`src/rtl/core/planar_pose_integrator_unit_defines.svh`:
```
// Assertion helpers shared by the planar pose integrator RTL.
`ifndef PLANAR_POSE_INTEGRATOR_UNIT_DEFINES_SVH
`define PLANAR_POSE_INTEGRATOR_UNIT_DEFINES_SVH

// Same-cycle implication, disabled while reset is asserted.
`define PPI_ASSERT_IMP(lbl, clk, rstn, ante, cons, msg) \
  lbl: assert property (@(posedge clk) disable iff (!rstn) (ante) |-> (cons)) \
    else $error(msg);

// Next-cycle implication, disabled while reset is asserted.
`define PPI_ASSERT_NXT(lbl, clk, rstn, ante, cons, msg) \
  lbl: assert property (@(posedge clk) disable iff (!rstn) (ante) |=> (cons)) \
    else $error(msg);

`endif

```
`src/rtl/core/ppi_pkg.sv`:
```
package ppi_pkg;

  localparam int unsigned DATA_W    = 16;  // speed, turn rate, heading, step
  localparam int unsigned POS_W     = 32;  // Q16.16 position
  localparam int unsigned XY_W      = 27;  // CORDIC vector, Q8.16 plus growth
  localparam int unsigned Z_W       = 33;  // CORDIC angle, 2^31 = pi
  localparam int unsigned TAB_IDX_W = 5;   // arctangent table index
  localparam int unsigned MUL_W     = 32;  // shared multiplier operand
  localparam int unsigned PROD_W    = 64;  // shared multiplier product

  localparam int unsigned CORDIC_STEPS_DEF = 16;

  localparam logic [DATA_W-1:0] STEP_SCALE_RST = 16'd3277;

  localparam logic signed [MUL_W-1:0] INV_PI_Q32      = 32'sd1367130551;
  localparam logic signed [MUL_W-1:0] CORDIC_GAIN_Q30 = 32'sd652032874;

  typedef struct packed {
    logic load;  // take a new vector and angle
    logic iter;  // run one micro-rotation
  } ppi_cordic_ctl_t;

  // atan(2^-i) in binary-angle units, 2^31 = pi
  function automatic logic signed [Z_W-1:0] atan_lut(input logic [TAB_IDX_W-1:0] idx);
    logic signed [Z_W-1:0] v;
    unique case (idx)
      5'd0:    v = 33'sd536870912;
      5'd1:    v = 33'sd316933406;
      5'd2:    v = 33'sd167458907;
      5'd3:    v = 33'sd85004756;
      5'd4:    v = 33'sd42667331;
      5'd5:    v = 33'sd21354465;
      5'd6:    v = 33'sd10679838;
      5'd7:    v = 33'sd5340245;
      5'd8:    v = 33'sd2670163;
      5'd9:    v = 33'sd1335087;
      5'd10:   v = 33'sd667544;
      5'd11:   v = 33'sd333772;
      5'd12:   v = 33'sd166886;
      5'd13:   v = 33'sd83443;
      5'd14:   v = 33'sd41722;
      5'd15:   v = 33'sd20861;
      5'd16:   v = 33'sd10430;
      5'd17:   v = 33'sd5215;
      5'd18:   v = 33'sd2608;
      5'd19:   v = 33'sd1304;
      5'd20:   v = 33'sd652;
      5'd21:   v = 33'sd326;
      5'd22:   v = 33'sd163;
      5'd23:   v = 33'sd81;
      default: v = '0;
    endcase
    return v;
  endfunction

endpackage

```
`src/rtl/core/ppi_mul.sv`:
```
module ppi_mul (
  input  logic                                clk_i,
  input  logic signed [ppi_pkg::MUL_W-1:0]    a_i,
  input  logic signed [ppi_pkg::MUL_W-1:0]    b_i,
  output logic signed [ppi_pkg::PROD_W-1:0]   p_o
);
  import ppi_pkg::*;

  logic signed [PROD_W-1:0] p_q;

  // product is registered; one result per cycle
  always_ff @(posedge clk_i) begin
    p_q <= PROD_W'(a_i) * PROD_W'(b_i);
  end

  assign p_o = p_q;

endmodule

```
`src/rtl/core/ppi_cordic.sv`:
```
module ppi_cordic (
  input  logic                                 clk_i,
  input  ppi_pkg::ppi_cordic_ctl_t             ctl_i,
  input  logic        [ppi_pkg::TAB_IDX_W-1:0] idx_i,
  input  logic signed [ppi_pkg::DATA_W-1:0]    forward_speed_i,
  input  logic signed [ppi_pkg::DATA_W-1:0]    side_speed_i,
  input  logic signed [ppi_pkg::DATA_W-1:0]    heading_i,
  output logic signed [ppi_pkg::XY_W-1:0]      x_o,
  output logic signed [ppi_pkg::XY_W-1:0]      y_o
);
  import ppi_pkg::*;

  localparam int unsigned FRAC_W = 8;  // Q8.8 -> Q8.16
  localparam int unsigned EXT_W  = XY_W - DATA_W - FRAC_W;
  localparam logic signed [DATA_W-1:0] QUARTER = 16'sd16384;
  localparam logic signed [Z_W-1:0]    HALF    = 33'sd2147483648;

  logic signed [XY_W-1:0] x_q, y_q, x_d, y_d;
  logic signed [Z_W-1:0]  z_q, z_d;
  logic signed [XY_W-1:0] x0, y0, xs, ys;
  logic signed [Z_W-1:0]  z0;
  logic                   wrap_pos, wrap_neg;

  assign x0 = {{EXT_W{forward_speed_i[DATA_W-1]}}, forward_speed_i, {FRAC_W{1'b0}}};
  assign y0 = {{EXT_W{side_speed_i[DATA_W-1]}}, side_speed_i, {FRAC_W{1'b0}}};
  assign z0 = {heading_i[DATA_W-1], heading_i, {DATA_W{1'b0}}};

  // beyond +-pi/2: flip the vector and move the angle by pi
  assign wrap_pos = heading_i > QUARTER;
  assign wrap_neg = heading_i < -QUARTER;

  assign xs = x_q >>> idx_i;
  assign ys = y_q >>> idx_i;

  always_comb begin
    x_d = x_q;
    y_d = y_q;
    z_d = z_q;
    if (ctl_i.load) begin
      if (wrap_pos) begin
        x_d = -x0;
        y_d = -y0;
        z_d = z0 - HALF;
      end else if (wrap_neg) begin
        x_d = -x0;
        y_d = -y0;
        z_d = z0 + HALF;
      end else begin
        x_d = x0;
        y_d = y0;
        z_d = z0;
      end
    end else if (ctl_i.iter) begin
      if (!z_q[Z_W-1]) begin
        x_d = x_q - ys;
        y_d = y_q + xs;
        z_d = z_q - atan_lut(idx_i);
      end else begin
        x_d = x_q + ys;
        y_d = y_q - xs;
        z_d = z_q + atan_lut(idx_i);
      end
    end
  end

  always_ff @(posedge clk_i) begin
    x_q <= x_d;
    y_q <= y_d;
    z_q <= z_d;
  end

  assign x_o = x_q;
  assign y_o = y_q;

endmodule

```
`src/rtl/core/planar_pose_integrator_unit.sv`:
```
// Planar pose integrator: 2-D dead reckoning from body-frame velocity commands.
// Input channel (in_valid_i / in_ready_o) carries forward_speed, side_speed and
// turn_rate; one transaction is one command. Output channel (out_valid_o /
// out_ready_i) carries the updated pose_x, pose_y and pose_heading, one
// transaction per command. Config channel (cfg_valid_i / cfg_ready_o) writes
// step_scale; it is always ready and should only be used while the block is idle.
// Each command runs the CORDIC micro-rotations, one per cycle, plus six passes
// through the single shared 32x32 multiplier.
// in_ready_o is high only while the sequencer idles. A finished pose sits in the
// output register; the next command is taken meanwhile and runs until its
// result must be stored, where it waits while the receiver stalls.
// Reset clears the pose to zero, step_scale to 3277 (about 0.05 s) and drops
// out_valid_o.
`include "planar_pose_integrator_unit_defines.svh"

module planar_pose_integrator_unit #(
  parameter int unsigned CORDIC_STEPS = ppi_pkg::CORDIC_STEPS_DEF
) (
  input  logic                               clk_i,
  input  logic                               rst_ni,
  // command channel
  input  logic                               in_valid_i,
  output logic                               in_ready_o,
  input  logic signed [ppi_pkg::DATA_W-1:0]  forward_speed_i,
  input  logic signed [ppi_pkg::DATA_W-1:0]  side_speed_i,
  input  logic signed [ppi_pkg::DATA_W-1:0]  turn_rate_i,
  // pose channel
  output logic                               out_valid_o,
  input  logic                               out_ready_i,
  output logic signed [ppi_pkg::POS_W-1:0]   pose_x_o,
  output logic signed [ppi_pkg::POS_W-1:0]   pose_y_o,
  output logic signed [ppi_pkg::DATA_W-1:0]  pose_heading_o,
  // config channel
  input  logic                               cfg_valid_i,
  output logic                               cfg_ready_o,
  input  logic        [ppi_pkg::DATA_W-1:0]  step_scale_i
);
  import ppi_pkg::*;

  localparam int unsigned CNT_W = (CORDIC_STEPS > 1) ? $clog2(CORDIC_STEPS) : 1;
  localparam logic [CNT_W-1:0] LAST_STEP = CNT_W'(CORDIC_STEPS - 1);
  localparam int unsigned RXY_W = 25;  // gain-corrected vector, Q8.16

  // Rounding offsets (half LSB) for each product shift
  localparam logic signed [PROD_W-1:0] RND_HEAD = 64'sd1 <<< 44;
  localparam logic signed [PROD_W-1:0] RND_GAIN = 64'sd1 <<< 29;
  localparam logic signed [PROD_W-1:0] RND_STEP = 64'sd1 <<< 15;

  typedef enum logic [10:0] {
    S_IDLE  = 11'b000_0000_0001,
    S_HMUL1 = 11'b000_0000_0010,  // step * turn_rate
    S_HMUL2 = 11'b000_0000_0100,  // * 2^32/pi
    S_HEAD  = 11'b000_0000_1000,  // heading update, CORDIC load
    S_CITER = 11'b000_0001_0000,  // micro-rotations
    S_GX    = 11'b000_0010_0000,  // x * gain
    S_GY    = 11'b000_0100_0000,  // y * gain
    S_SX    = 11'b000_1000_0000,  // x * step
    S_SY    = 11'b001_0000_0000,  // y * step, pos_x update
    S_UPD   = 11'b010_0000_0000,  // pos_y update
    S_OUT   = 11'b100_0000_0000   // store result
  } state_e;

  state_e state_q, state_d;

  logic [CNT_W-1:0]         cnt_q, cnt_d;
  logic [DATA_W-1:0]        step_q;
  logic signed [DATA_W-1:0] heading_q, heading_d;
  logic signed [POS_W-1:0]  pos_x_q, pos_y_q;
  logic signed [DATA_W-1:0] fwd_q, side_q, turn_q;
  logic signed [RXY_W-1:0]  rx_q, ry_q;
  logic signed [POS_W-1:0]  pose_x_q, pose_y_q;
  logic signed [DATA_W-1:0] pose_h_q;
  logic                     out_valid_q;

  logic                     in_fire, out_load;
  logic signed [MUL_W-1:0]  mul_a, mul_b;
  logic signed [PROD_W-1:0] prod;
  logic signed [PROD_W-1:0] hd_sum, g_sum, s_sum;
  logic signed [RXY_W-1:0]  g_rnd;
  logic signed [POS_W:0]    s_rnd;
  logic signed [XY_W-1:0]   cx, cy;
  ppi_cordic_ctl_t          cordic_ctl;

  function automatic logic signed [POS_W-1:0] sat_add(
    input logic signed [POS_W-1:0] pos,
    input logic signed [POS_W:0]   dv
  );
    logic signed [POS_W+1:0] sum;
    logic signed [POS_W-1:0] res;
    sum = {{2{pos[POS_W-1]}}, pos} + {dv[POS_W], dv};
    if (sum[POS_W+1:POS_W-1] == 3'b000 || sum[POS_W+1:POS_W-1] == 3'b111) begin
      res = sum[POS_W-1:0];
    end else if (sum[POS_W+1]) begin
      res = {1'b1, {(POS_W-1){1'b0}}};
    end else begin
      res = {1'b0, {(POS_W-1){1'b1}}};
    end
    return res;
  endfunction

  assign in_ready_o  = (state_q == S_IDLE);
  assign in_fire     = in_valid_i && in_ready_o;
  assign cfg_ready_o = 1'b1;
  assign out_load    = (state_q == S_OUT) && (!out_valid_q || out_ready_i);

  // ---------------------------------------------------------------------------
  // Shared multiplier and its operand select
  // ---------------------------------------------------------------------------
  always_comb begin
    mul_a = MUL_W'(turn_q);
    mul_b = $signed({{(MUL_W-DATA_W){1'b0}}, step_q});
    unique case (state_q)
      S_HMUL1: begin
        mul_a = MUL_W'(turn_q);
        mul_b = $signed({{(MUL_W-DATA_W){1'b0}}, step_q});
      end
      S_HMUL2: begin
        mul_a = $signed(prod[MUL_W-1:0]);
        mul_b = INV_PI_Q32;
      end
      S_GX: begin
        mul_a = MUL_W'(cx);
        mul_b = CORDIC_GAIN_Q30;
      end
      S_GY: begin
        mul_a = MUL_W'(cy);
        mul_b = CORDIC_GAIN_Q30;
      end
      S_SX: begin
        mul_a = MUL_W'(rx_q);
        mul_b = $signed({{(MUL_W-DATA_W){1'b0}}, step_q});
      end
      S_SY: begin
        mul_a = MUL_W'(ry_q);
        mul_b = $signed({{(MUL_W-DATA_W){1'b0}}, step_q});
      end
      default: ;
    endcase
  end

  ppi_mul u_mul (
    .clk_i (clk_i),
    .a_i   (mul_a),
    .b_i   (mul_b),
    .p_o   (prod)
  );

  // round-half-up of the product at each shift point
  assign hd_sum    = prod + RND_HEAD;
  assign g_sum     = prod + RND_GAIN;
  assign s_sum     = prod + RND_STEP;
  assign heading_d = heading_q + $signed(hd_sum[60:45]);  // binary angle wraps
  assign g_rnd     = $signed(g_sum[30+RXY_W-1:30]);
  assign s_rnd     = $signed(s_sum[16+POS_W:16]);

  // ---------------------------------------------------------------------------
  // CORDIC rotation unit
  // ---------------------------------------------------------------------------
  assign cordic_ctl = '{load: (state_q == S_HEAD), iter: (state_q == S_CITER)};

  ppi_cordic u_cordic (
    .clk_i           (clk_i),
    .ctl_i           (cordic_ctl),
    .idx_i           (TAB_IDX_W'(cnt_q)),
    .forward_speed_i (fwd_q),
    .side_speed_i    (side_q),
    .heading_i       (heading_d),
    .x_o             (cx),
    .y_o             (cy)
  );

  // ---------------------------------------------------------------------------
  // Sequencer
  // ---------------------------------------------------------------------------
  always_comb begin
    state_d = state_q;
    cnt_d   = cnt_q;
    unique case (state_q)
      S_IDLE:  if (in_fire) state_d = S_HMUL1;
      S_HMUL1: state_d = S_HMUL2;
      S_HMUL2: state_d = S_HEAD;
      S_HEAD: begin
        cnt_d   = '0;
        state_d = S_CITER;
      end
      S_CITER: begin
        if (cnt_q == LAST_STEP) begin
          cnt_d   = '0;
          state_d = S_GX;
        end else begin
          cnt_d = cnt_q + 1'b1;
        end
      end
      S_GX:    state_d = S_GY;
      S_GY:    state_d = S_SX;
      S_SX:    state_d = S_SY;
      S_SY:    state_d = S_UPD;
      S_UPD:   state_d = S_OUT;
      S_OUT:   if (out_load) state_d = S_IDLE;
      default: state_d = S_IDLE;
    endcase
  end

  always_ff @(posedge clk_i or negedge rst_ni) begin
    if (!rst_ni) begin
      state_q     <= S_IDLE;
      cnt_q       <= '0;
      out_valid_q <= 1'b0;
      step_q      <= STEP_SCALE_RST;
      heading_q   <= '0;
      pos_x_q     <= '0;
      pos_y_q     <= '0;
    end else begin
      state_q <= state_d;
      cnt_q   <= cnt_d;
      if (out_load) begin
        out_valid_q <= 1'b1;
      end else if (out_ready_i) begin
        out_valid_q <= 1'b0;
      end
      if (cfg_valid_i && cfg_ready_o) begin
        step_q <= step_scale_i;
      end
      if (state_q == S_HEAD) begin
        heading_q <= heading_d;
      end
      if (state_q == S_SY) begin
        pos_x_q <= sat_add(pos_x_q, s_rnd);
      end
      if (state_q == S_UPD) begin
        pos_y_q <= sat_add(pos_y_q, s_rnd);
      end
    end
  end

  // payload registers
  always_ff @(posedge clk_i) begin
    if (in_fire) begin
      fwd_q  <= forward_speed_i;
      side_q <= side_speed_i;
      turn_q <= turn_rate_i;
    end
    if (state_q == S_GY) begin
      rx_q <= g_rnd;
    end
    if (state_q == S_SX) begin
      ry_q <= g_rnd;
    end
    if (out_load) begin
      pose_x_q <= pos_x_q;
      pose_y_q <= pos_y_q;
      pose_h_q <= heading_q;
    end
  end

  assign out_valid_o    = out_valid_q;
  assign pose_x_o       = pose_x_q;
  assign pose_y_o       = pose_y_q;
  assign pose_heading_o = pose_h_q;

  // ---------------------------------------------------------------------------
  // Assertions
  // ---------------------------------------------------------------------------
  `PPI_ASSERT_NXT(a_busy_after_accept, clk_i, rst_ni, in_fire, !in_ready_o, "ready after accept")
  `PPI_ASSERT_IMP(a_cordic_full_run, clk_i, rst_ni, state_q == S_GX, $past(state_q) == S_CITER && $past(cnt_q) == LAST_STEP, "CORDIC run cut short")
  `PPI_ASSERT_NXT(a_hold_on_stall, clk_i, rst_ni, state_q == S_OUT && out_valid_q && !out_ready_i, state_q == S_OUT, "pending pose overwritten")
  `PPI_ASSERT_IMP(a_out_from_seq, clk_i, rst_ni, out_valid_q && !$past(out_valid_q), $past(state_q) == S_OUT, "pose valid without store")

endmodule

```
`config.mk`:
```
export PLATFORM = sky130hd
export DESIGN_NAME = planar_pose_integrator_unit
export DESIGN_NICKNAME = d
export VERILOG_FILES = /design/src/rtl/core/ppi_pkg.sv /design/src/rtl/core/ppi_mul.sv /design/src/rtl/core/ppi_cordic.sv /design/src/rtl/core/planar_pose_integrator_unit.sv
export VERILOG_INCLUDE_DIRS = /design/src /design/src/rtl/core
export SDC_FILE = /design/constraint.sdc
export NUM_CORES = 2
export LEC_CHECK = 0
export ABC_AREA = 1
export BUFFER_PORTS_ARGS = -buffer_cell sky130_fd_sc_hd__buf_2
export CAP_MARGIN = 20
export CORE_MARGIN = 1
export CORE_UTILIZATION = 65
export CTS_CLUSTER_DIAMETER = 200
export CTS_CLUSTER_SIZE = 10
export DETAILED_ROUTE_END_ITERATION = 10
export GPL_ROUTABILITY_DRIVEN = 0
export GPL_TIMING_DRIVEN = 1
export PLACE_DENSITY = 0.82
export SKIP_CTS_REPAIR_TIMING = 1
export SYNTH_ARGS = -nofsm -noshare
export SYNTH_HDL_FRONTEND = slang
export SYNTH_SLANG_ARGS = --single-unit
```
`constraint.sdc`:
```
create_clock -name clk_i -period 12.2 [get_ports clk_i]
set_clock_uncertainty 0.15 [all_clocks]
set_input_delay 1.22 -clock clk_i [delete_from_list [all_inputs] [get_ports clk_i]]
set_output_delay 1.22 -clock clk_i [all_outputs]
set_load 0.01 [all_outputs]
```
======== Word level (Yosys, flattened, before mapping) ========
Memories as Yosys holds them, arrays and structs flattened.
Cells that the tools add are included.
W data, S select, Z words.
operators by class
  add/sub/neg operators ................... 17
  multiply operators ...................... 1
  magnitude comparators ................... 2
  equal/unequal tests ..................... 17
  shift-type cells ........................ 2
  muxes and demuxes ....................... 35
  reductions and logical operators ........ 12
operator list
  kind                      count
  $mux W33                  11
  $mux W27                  10
  $pmux W32 S5              1
  $mux W32                  4
  $pmux W11 S11             1
  $add A32 B33 Y34          2
  $pmux W31 S2              1
  $add A61 B46 Y61 const B  1
  $mul A32 B32 Y61          1
  $add A55 B31 Y55 const B  1
  $add A27 B27 Y27          2
  $neg A24 Y27              2
  $sshr A27 B4 Y27          2
  $sub A27 B27 Y27          2
  $add A49 B17 Y49 const B  1
  $add A32 B33 Y33 const B  1
  $add A33 B33 Y33          1
  $mux W11                  3
  $sub A32 B33 Y33 const B  1
  $sub A33 B33 Y33          1
  $add A16 B16 Y16          1
  $gt A16 B16 Y1 const B    1
  $lt A16 B15 Y1 const B    1
  $eq A11 B1 Y1 const B     1
  other kinds (25)          33
storage, ports and cells
  flip-flop bits (word level) ............. 438
  ROM bits ................................ 1920
  output and inout port bits .............. 83
  word-level logic and storage cells ...... 107
  memories ................................ 2
memory list
  name             depth  width  rd ports  clocked after Yosys merged registers in  wr ports  line           RTL
  (no name shown)  32     30     1         0                                        0         ppi_pkg.sv:26  unique case (idx)
  (no name shown)  32     30     1         0                                        0         ppi_pkg.sv:26

======== Longest topological paths before layout ========
An unclocked memory read counts as a cell.
  depth after elaboration ................. 8
  gate-level depth with buffers ........... 45
  gate-level depth less buffers ........... 45

======== Modules after synthesis ========
A second synthesis with hierarchy kept.
second synthesis, totals
  cells, all modules ...................... 9503
  area, all modules ....................... 71877.7 µm²
by module, submodules not included
  module                       instances  cells an instance  area each (µm²)
  ppi_mul                      1          5056               39914.5
  planar_pose_integrator_unit  1          2110               17982.2
  ppi_cordic                   1          2337               13980.9

======== Worst setup path after synthesis ========
Ideal clock, no wire load.
  path kind ............................... input-to-reg
  from .................................... input port out_ready_i
  to ...................................... register pose_h_q[0], in the netlist pose_heading_o[0] (enable)
  setup time .............................. 716 ps
  arrival time ............................ 8800 ps
  data required time ...................... 11334 ps
  path slack .............................. 2534 ps
  stages .................................. 2
  buffers on the path ..................... 0
  cell sequence ........................... nor2_1 -> nor4_1
between the ends
  longest elaborated chain between the ends .. 2
RTL lines
  what                  line                                RTL
  from (decl)           planar_pose_integrator_unit.sv:29   input logic out_ready_i,
  $logic_or A1 B1 Y1    planar_pose_integrator_unit.sv:104  assign out_load = (state_q == S_OUT) && (!out_valid_q || out_ready_i);
  $logic_and A1 B1 Y1   planar_pose_integrator_unit.sv:104
  net out_load          planar_pose_integrator_unit.sv:75   logic in_fire, out_load;
  to (signal assigned)  planar_pose_integrator_unit.sv:252  pose_h_q <= heading_q;
  to (decl)             planar_pose_integrator_unit.sv:72   logic signed [DATA_W-1:0] pose_h_q;
The timed path passes the listed nets, and every way through them passes these cells.
A chain may end at the register's enable or synchronous reset.

======== Worst setup path after layout ========
  from .................................... register state_q[8]
  to ...................................... register u_mul.p_q[57], in the netlist u_mul.p_o[57]
between the ends
  longest elaborated chain between the ends .. 4
  elaborated cells between the ends (all ways) .. 9
RTL lines
  what                                            line                                RTL
  from (decl)                                     planar_pose_integrator_unit.sv:63   state_e state_q, state_d;
  from (signal assigned)                          planar_pose_integrator_unit.sv:214  state_q <= state_d;
  $eq A11 B7 Y1 or $eq A11 B6 Y1 (tied branches)  planar_pose_integrator_unit.sv:112  unique case (state_q)
  $reduce_or A2 Y1 (no source line)               -
  $pmux W31 S2                                    planar_pose_integrator_unit.sv:112
  $mul A32 B32 Y61 (*)                            ppi_mul.sv:13                       p_q <= PROD_W'(a_i) * PROD_W'(b_i);
  to (signal assigned)                            ppi_mul.sv:13
  to (decl)                                       ppi_mul.sv:9                        logic signed [PROD_W-1:0] p_q;
Every way passes the cells marked *; elsewhere a longest branch is shown, timed or not.

==> results.json <==
{
  "outcome": "finished clean",
  "grt_pass1_vias": 55500,
  "vias_per_cell": 6.12,
  "yosysTopAreaCell": "fa_1",
  "fmax_mhz": 86.5,
  "cp.required_ns": 12.55,
  "cts_tree": "yes",
  "synth_cell_type_count": 66,
  "synth_top_flop_cell": "edfxtp_1",
  "yosys_warnings": 0,
  "final_common_cell": "inv_1",
  "max-cap-violations": 0,
  "drive_gt1_frac": 0.0525,
  "fillerInstances": 7407,
  "first_pass_iters": 8,
  "port_buffers": 150,
  "io_pins": 152,
  "slew_viol_final": 0,
  "rows": 113,
  "grt_usage": 0.413,
  "worst_pin_slew_ns": 1.32,
  "dp_hpwl_mm": 163,
  "start_util": 0.659,
  "finalNonFillerCells": 9153,
  "cp-end-kind": "flop",
  "period_needed_ns": 11.56,
  "placed_cells_incl_taps": 9051,
  "cts.clk_slew.worst_paths_ns": 0.06,
  "root_buffer": "clkbuf_16",
  "vias": 56000,
  "setup_viol": 0,
  "nNetsFinal": 9257,
  "clkSinkCount": 438,
  "rsz0062_at_grt": "false",
  "worst_path_max_delay_cell": "fa_1",
  "syn_to_final_growth_pct": 5.71,
  "htreeDepth": 2,
  "dr.first_iter.drc_count": 8036,
  "crit_arrival_ns": 11.90,
  "ant_nets": 0,
  "setup-tns-final_ns": 0,
  "cp-start-kind": "flop",
  "cts_max_path_buffers": 3,
  "core_um2": 95400,
  "gr-total-overflow": 0,
  "grt_pass1_wl_mm": 309,
  "hold_violations": 0,
  "insertion_delay_ns": 0.68,
  "max_stage_delay_ns": 0.90,
  "holdWs_ns": 0.337,
  "crit_type": "reg -> reg",
  "synth_seq_cells": 438,
  "antenna_found_initial": 5,
  "cp_max_fo": 30,
  "slew_headroom": 0.116,
  "syn_avg_cell_area_um2": 8.12,
  "post-route-period-util": 0.947,
  "drc_errors": 0,
  "die-area_um2": 98000,
  "yosysTopAreaCellShare": 0.293,
  "wl_per_cell_um": 21.9,
  "path_common_cell": "inv_1",
  "die_w_um": 313,
  "synth_cells": 7750,
  "synth_area_leaders": "fa_1 29%, edfxtp_1 13%, inv_1 9.0%",
  "grt_max_degree": 71,
  "async_reset_ff_frac": 0.256,
  "synth_area_um2": 62900,
  "fp.dieH_um": 313,
  "holdCritPathClass": "reg -> reg",
  "synth_edf_count": 265,
  "cts_buffers": 50,
  "layout_common_cells": "1511 x inv_1, 1451 x nand2_1, 920 x fa_1",
  "drt_wl_total_mm": 201,
  "ys_seq_area_frac": 0.191
}
-- cell type report --
class,count,area (µm²),area share
Clock inverter,5,75.1,0.00113
Tap cell,1265,1580,0.0238
Inverter,1539,5780,0.0869
Clock buffer,87,1390,0.0209
Multi-Input combinational cell,5600,44400,0.667
Sequential cell,438,12000,0.180
Timing Repair Buffer,214,1290,0.0194
Antenna cell,5,12.5,0.000188
-- path summary, 6_finish.rpt --
| path | start | to | slack, ns | cells past startpoint |
|---|---|---|---|---|
| worst max-delay path | state_q[8]$_DFFE_PN0P_ | u_mul.p_o[57]$_DFF_P_ | 0.64 | 33 |
| worst min register to register | step_q[6]$_DFFE_PN1P_ | step_q[6]$_DFFE_PN1P_ | 0.34 | 2 |
| worst min-delay path | step_q[6]$_DFFE_PN1P_ | step_q[6]$_DFFE_PN1P_ | 0.34 | 2 |
| min in group asynchronous | rst_ni | pos_y_q[12]$_DFFE_PN0P_ | 0.45 | 1 |
| max in group asynchronous | rst_ni | step_q[13]$_DFFE_PN0P_ | 10.15 | 2 |
| worst max register to register | state_q[8]$_DFFE_PN0P_ | u_mul.p_o[57]$_DFF_P_ | 0.64 | 33 |
-- state kept, by name (all words and copies together) (netlist names) --
signal	cells
cnt_q	4
pos_x_q	32
pose_y_o	32
u_cordic.y_o	27
fwd_q	16
u_mul.p_o	61
step_q	16
pose_x_o	32
pos_y_q	32
heading_q	16
state_q	11
pose_heading_o	16
u_cordic.x_o	27
side_q	16
ry_q	25
out_valid_o	1
turn_q	16
u_cordic.z_q	33
rx_q	25
-- cells in the mapped netlist (61+ instances only) --
cell         n
buf_2       75
xor2_1     196
xnor2_1    102
nor2_1     829
clkbuf_1    95
dfxtp_1     61
nand3_1    358
nor3_1      69
a21oi_1    398
inv_1     1511
o21ai_0    348
edfxtp_1   265
dfrtp_1    104
ha_1       425
nand2_1   1453
fa_1       920
-- kinds of logic (layout without fill, tap and decap cells) --
group / after synthesis / count (layout) / share of synthesized area
and+or+nand+nor: 2889 / 2889 / 0.190
buffers and inverters: 1742 / 1845 / 0.107
adders and majority gates: 1345 / 1345 / 0.377
AOI/OAI and AO/OA: 1019 / 1019 / 0.0913
DFF: 438 / 438 / 0.191
xor gates and xnor gates: 299 / 299 / 0.0417
muxes: 16 / 16 / 0.00276
other: 2 / 37 / 0.000119
-- worst max-delay path, delay by kind of cell (launching register included) --
family,cells,cell delay (ns)
and+or+nand+nor,10,2.31
AOI/OAI and AO/OA,3,1.29
DFF,1,0.45
buffers and inverters,10,1.79
adders and majority gates,9,5.14
xor gates and xnor gates,1,0.23
-- per-layer routing --
layer	global-route usage	part of all wire	wire (µm)
met1	0.532	0.35	70800
met2	0.585	0.41	82600
met3	0.147	0.15	30300
met4	0.278	0.085	17000
met5	0.00435	0.00035	71
-- stage by stage --
step / setup WS [ns] / area (µm²) / util
after detailed placement: 1.06 / 64900 / 0.680
after global routing: 0.0999 / 66500 / 0.697
final: 0.643 / 66500 / 0.697
after floorplan: 2.53 / 63000 / -
after CTS: 0.971 / 66400 / 0.696
after global placement: 1.35 / 64900 / 0.680
Power is left out: the tool's default activity adds up to more than one toggle a clock period on the data nets, which glitch-free logic cannot reach.
